### src/rtl/xss_pkg.sv
package xss_pkg;

	localparam int unsigned WordW   = 64;
	localparam int unsigned NumWords = 8;
	localparam int unsigned IdxW    = 3;

	localparam int unsigned ShiftAmt  = 11;
	localparam int unsigned RotAmt    = 21;
	localparam int unsigned RotOutAmt = 7;

	// operation codes
	localparam logic OP_GEN  = 1'b0;
	localparam logic OP_LOAD = 1'b1;

	typedef logic [WordW-1:0] word_t;

	typedef struct packed {
		logic load;   // write one state word
		logic step;   // advance state, capture scrambler first half
		logic fin;    // finish scrambler into output register
	} cmd_t;

	function automatic word_t rotl(input word_t x, input int unsigned k);
		rotl = (x << k) | (x >> (WordW - k));
	endfunction

endpackage

### src/rtl/xss_dpath.sv
module xss_dpath (
	input  logic                      clk,
	input  xss_pkg::cmd_t             cmd,
	input  logic [xss_pkg::IdxW-1:0]  word_index,
	input  xss_pkg::word_t            load_value,
	output xss_pkg::word_t            random_word
);

	xss_pkg::word_t st_q [xss_pkg::NumWords];
	xss_pkg::word_t mul5_q;
	xss_pkg::word_t out_q;
	xss_pkg::word_t nxt [xss_pkg::NumWords];
	xss_pkg::word_t w1;
	xss_pkg::word_t s2x;
	xss_pkg::word_t s5x;
	xss_pkg::word_t s7x;

	// xoshiro512 state advance, written against the old words
	always_comb begin
		w1  = st_q[1];
		s2x = st_q[2] ^ st_q[0];
		s5x = st_q[5] ^ w1;
		s7x = st_q[7] ^ st_q[3];
		nxt[0] = st_q[0] ^ st_q[6];
		nxt[1] = w1 ^ s2x;
		nxt[2] = s2x;
		nxt[3] = st_q[3] ^ st_q[4];
		nxt[4] = st_q[4] ^ s5x;
		nxt[5] = s5x;
		nxt[6] = st_q[6] ^ s7x ^ (w1 << xss_pkg::ShiftAmt);
		nxt[7] = xss_pkg::rotl(s7x, xss_pkg::RotAmt);
	end

	always_ff @(posedge clk) begin
		if (cmd.load) begin
			st_q[word_index] <= load_value;
		end else if (cmd.step) begin
			for (int i = 0; i < xss_pkg::NumWords; i++) begin
				st_q[i] <= nxt[i];
			end
		end
	end

	// scrambler: rotl(w1*5, 7) held, then *9 when the finish command comes
	always_ff @(posedge clk) begin
		if (cmd.step) begin
			mul5_q <= xss_pkg::rotl(w1 + (w1 << 2), xss_pkg::RotOutAmt);
		end
		if (cmd.fin) begin
			out_q <= mul5_q + (mul5_q << 3);
		end
	end

	assign random_word = out_q;

endmodule

### src/rtl/xss_ctrl.sv
module xss_ctrl (
	input  logic          clk,
	input  logic          arst_n,
	input  logic          in_valid,
	output logic          in_ready,
	input  logic          operation,
	output logic          out_valid,
	input  logic          out_ready,
	output xss_pkg::cmd_t cmd
);

	localparam logic ST_IDLE = 1'b0;
	localparam logic ST_FIN  = 1'b1;

	logic state_q;
	logic state_nxt;
	logic out_valid_q;
	logic accept;
	logic out_free;

	assign in_ready = (state_q == ST_IDLE);
	assign accept   = in_valid & in_ready;
	assign out_free = ~out_valid_q | out_ready;

	assign cmd.load = accept & (operation == xss_pkg::OP_LOAD);
	assign cmd.step = accept & (operation == xss_pkg::OP_GEN);
	assign cmd.fin  = (state_q == ST_FIN) & out_free;

	always_comb begin
		state_nxt = state_q;
		unique case (state_q)
			ST_IDLE: begin
				if (cmd.step) state_nxt = ST_FIN;
			end
			ST_FIN: begin
				if (cmd.fin) state_nxt = ST_IDLE;
			end
			default: state_nxt = ST_IDLE;
		endcase
	end

	always_ff @(posedge clk or negedge arst_n) begin
		if (!arst_n) begin
			state_q     <= ST_IDLE;
			out_valid_q <= 1'b0;
		end else begin
			state_q <= state_nxt;
			if (cmd.fin) begin
				out_valid_q <= 1'b1;
			end else if (out_ready) begin
				out_valid_q <= 1'b0;
			end
		end
	end

	assign out_valid = out_valid_q;

	a_one_cmd: assert property (@(posedge clk) disable iff (!arst_n)
		!(cmd.load && cmd.step))
		else $error("load and step together");

	a_step_fin: assert property (@(posedge clk) disable iff (!arst_n)
		cmd.step |=> (state_q == ST_FIN) && !in_ready)
		else $error("step did not enter finish state");

	a_fin_out: assert property (@(posedge clk) disable iff (!arst_n)
		cmd.fin |=> out_valid_q && (state_q == ST_IDLE))
		else $error("finish did not present a word");

	a_no_overwrite: assert property (@(posedge clk) disable iff (!arst_n)
		cmd.fin |-> !out_valid_q || out_ready)
		else $error("output word overwritten before taken");

endmodule

### src/rtl/xoshiro512_starstar_generator.sv
// channel | signals                                   | dir | accepted when
// input   | in_valid/in_ready, operation, word_index, | in  | in_valid & in_ready
//         | load_value                                |     |
// output  | out_valid/out_ready, random_word          | out | out_valid & out_ready
//
// A load writes one state word. A generate first advances the state and registers
// rotl(w1*5,7), then the *9 add fills the output register.
// A finished word waits in the output register; new input is taken meanwhile.
// A generate stalls in its finish state only while the output register is full.
// Reset clears control only; state words are undefined until loaded.
module xoshiro512_starstar_generator (
	input  logic                      clk,
	input  logic                      arst_n,
	input  logic                      in_valid,
	output logic                      in_ready,
	input  logic                      operation,
	input  logic [xss_pkg::IdxW-1:0]  word_index,
	input  logic [63:0]               load_value,
	output logic                      out_valid,
	input  logic                      out_ready,
	output logic [63:0]               random_word
);

	xss_pkg::cmd_t cmd;

	xss_ctrl u_ctrl (
		.clk       (clk),
		.arst_n    (arst_n),
		.in_valid  (in_valid),
		.in_ready  (in_ready),
		.operation (operation),
		.out_valid (out_valid),
		.out_ready (out_ready),
		.cmd       (cmd)
	);

	xss_dpath u_dpath (
		.clk         (clk),
		.cmd         (cmd),
		.word_index  (word_index),
		.load_value  (load_value),
		.random_word (random_word)
	);

endmodule
### config.mk
export PLATFORM = sky130hd
export DESIGN_NAME = xoshiro512_starstar_generator
export DESIGN_NICKNAME = d
export VERILOG_FILES = /design/src/rtl/xss_pkg.sv /design/src/rtl/xss_dpath.sv /design/src/rtl/xss_ctrl.sv /design/src/rtl/xoshiro512_starstar_generator.sv
export SDC_FILE = /design/constraint.sdc
export NUM_CORES = 1
export LEC_CHECK = 0
export BUFFER_PORTS_ARGS = -buffer_cell sky130_fd_sc_hd__buf_2
export CAP_MARGIN = 20
export CORE_ASPECT_RATIO = 1.4
export CORE_MARGIN = 2
export CORE_UTILIZATION = 60
export CTS_BUF_LIST = sky130_fd_sc_hd__clkbuf_16
export DETAILED_ROUTE_END_ITERATION = 10
export HOLD_SLACK_MARGIN = 0.03
export PLACE_DENSITY = 0.9
export SYNTH_ARGS = -nofsm -noshare
export SYNTH_HDL_FRONTEND = slang
export SYNTH_SLANG_ARGS = --single-unit
### constraint.sdc
create_clock -name clk -period 5.1 [get_ports clk]
set_input_delay 1.53 -clock clk [delete_from_list [all_inputs] [get_ports clk]]
set_output_delay 1.53 -clock clk [all_outputs]
set_load 0.005 [all_outputs]
==> reports/qor.txt <==
layout cells sized above 1: 9.17%
largest net degree at the start of global routing: 165
vias in the first global route: 26100
Synth Cell Area: 35200 um^2
peak supply drop: 295 uV
WL/cell: 23.9 um
Internal: 9.92 mW
GRT overflow: 0
Max clock buf depth: 3
Crit path top cell by count: o211ai_1
Power Total: 14.0 mW
final clock skew: 24.4 ps
hold buffers post-CTS: 0
minimum clock period: 3900 ps
Nets: 3421
Via Count: 25600
Critical Path Start Type: register
Worst path max stage delay: 520 ps
mean area per synthesized cell: 11.3 um^2
WP buf/inv: 1
status: finished, final reports clean
Mapped Cells: 3118
met1 global-route usage: 34.9%
worst-path fanout max: 5
leak pwr: 13.7 nW
postcts setup bufs: 0
first-pass GRT wire length: 147000 um
count of cell types in the netlist: 79
min-delay worst type: reg2reg
Inst Count DP: 3914
Final Wtd Congestion: 0.910
most frequent cells in the layout: edfxtp_1 (640), xnor2_1 (495), a21oi_1 (451)
Post-synth EDFFs: 640
DRT iter0 DRCs: 2833
NetSw: 4.06 mW
routed vias/inst: 6.36
sw frac: 29.1%
WHS: 511 ps
Max-Cap Viols: 0
PortBufs: 137
fin cells: 4023
Tcrit/Tclk final: 76.6%
syn_nets: 3313
Post-CTS Resized: 0
core area: 58300 um^2
Final setup viols: 0
GR peak layer: met2
die width: 209 um
drt drc: 0
final wirelength: 96000 um
RSZ-0062 raised after global routing: no
row count: 105
actual slew at the worst max-slew pin: 1100 ps
Logic pwr share: 20.2%
Relative slew margins: 26.5%
GR Util met2: 54.0%
htree depth: 2
io pins: 138
Setup crit end kind: register
initial antenna violation count: 1
grt met3 use: 4.96%
DRT Pass-1 Iters: 6
setup TNS: 0 ps
Final Max Slew Viols: 0
#FFs+latches synth: 642
Total Die Area: 60700 um^2
crit-path cells: ha_1 > inv_1 > fa_1 > nor2b_1 > o211ai_1 > a311oi_1 > o211ai_1 > a311oi_1 > o21ai_1 > o211ai_1 > a21oi_1 > xnor2_1
# fillers: 4077
Async S/R FF share, synth: 0.312%
post-detail-place hpwl: 66500 um
DIE HEIGHT: 291 um
highest clock rate: 256 MHz
Main synth FF type: edfxtp_1
Reg clk slew, reported paths: 60 ps
starting density of the core: 60.4%
CP max-delay cell: edfxtp_1
Area Overhead vs Synth: 10.2%
final hold vios: 0
clock network fraction of total power: 32.0%
TritonCTS buffer count: 59
Yosys warnings: 0
commonest non-fill, non-tap cell in the layout: edfxtp_1
clk root buf: clkbuf_16
CP delay by family, top: compound AO/OA/AOI/OAI gates
Flop pwr share: 47.8%
Skew-Pair Late Insertion Delay: 650 ps
Total Routing Usage GR: 31.4%
Req. time, crit path: 5500 ps
Routed Antenna Nets: 0
post-synthesis sequential area ratio: 54.7%
CTS tree: yes
fin util: 66.6%
WP data arrival: 4300 ps
critical path type: reg2reg
PD cells: 360 nW/um^2
clock sink count: 642
-- area by class of cell --
type	instances	area [um^2]	area share (%)
clock buffer	60	1500	3.87
multi-input combinational	2315	15400	39.7
sequential	642	19300	49.6
antenna	1	2.50	0.00644
tap	749	937	2.41
clock inverter	48	420	1.08
inverter	39	154	0.396
timing repair buffer	169	1130	2.90
-- final timing paths --
kind / start / end / slack (ps) / cells past startpoint
setup reg to reg: u_dpath.st_q[1][2] / u_dpath.mul5_q[3] / 1200 / 12
max in group asynchronous: arst_n / u_ctrl.out_valid / 4340 / 1
hold / removal: u_dpath.mul5_q[0] / u_dpath.random_word[0] / 510 / 0
min in group asynchronous: arst_n / u_ctrl.state_q / 660 / 1
setup / recovery: u_dpath.st_q[1][2] / u_dpath.mul5_q[3] / 1200 / 12
hold reg to reg: u_dpath.mul5_q[0] / u_dpath.random_word[0] / 510 / 0
-- through the flow --
stage	cell area (um^2)	worst slack (ps)
4_1_cts	38800	1220
3_5_place_dp	36900	876
5_1_grt	38800	1080
6_report	38800	1200
2_1_floorplan	35200	-266
3_3_place_gp	36900	939
-- Yosys cell counts, types with 39 or more instances --
cell type / n / area share [%]
edfxtp_1: 640 / 55
xnor2_1: 495 / 12
a21oi_1: 459 / 6.5
nor2_1: 308 / 3.3
o21ai_0: 208 / 3.0
xor2_1: 181 / 4.5
nand2_1: 168 / 1.8
ha_1: 121 / 4.3
clkbuf_1: 109 / 1.2
a21o_1: 65 / 1.4
nand4_1: 44 / 0.78
inv_1: 39 / 0.42
-- state kept, by name, indices dropped and copies added, names as in the netlist --
name and cells:
u_dpath.st_q 512, u_dpath.mul5_q 64, u_dpath.random_word 64, u_ctrl.out_valid 1
u_ctrl.state_q 1
-- power groups by stage --
stage | sequential [mW] | combinational (mW) | clock, mW
2_1_floorplan | 6.71 | 1.96 | 0
3_3_place_gp | 6.76 | 2.66 | 0
3_5_place_dp | 6.78 | 2.73 | 0
4_1_cts | 6.67 | 2.79 | 4.48
5_1_grt | 6.70 | 3.07 | 4.66
6_report | 6.68 | 2.83 | 4.47
-- worst register-to-register path: stages, from the launching register on --
cell	delay [ps]
edfxtp_1	520
ha_1	250
inv_1	60
fa_1	400
nor2b_1	170
o211ai_1	160
a311oi_1	480
o211ai_1	270
a311oi_1	430
o21ai_1	250
o211ai_1	400
a21oi_1	150
xnor2_1	140
-- cell families after synthesis --
kind of cell	Yosys count	synth area share, %
simple gates	637	8.00
mux	2	0.0604
xor+xnor	676	16.8
flops	642	54.7
buf+inv	161	1.77
fa+ha+maj	123	4.41
compound gates	877	14.3
-- layer usage --
layer  share of wire (%)  routed length, um  vias to the layer above
li1                    -                  -                    11500
met1                  34              32500                    12300
met2                  49              47400                     1395
met3                 7.9               7560                      398
met4                 8.9               8520                        0
met5                   0                  0                        -
(Power assumes the default switching activity.)
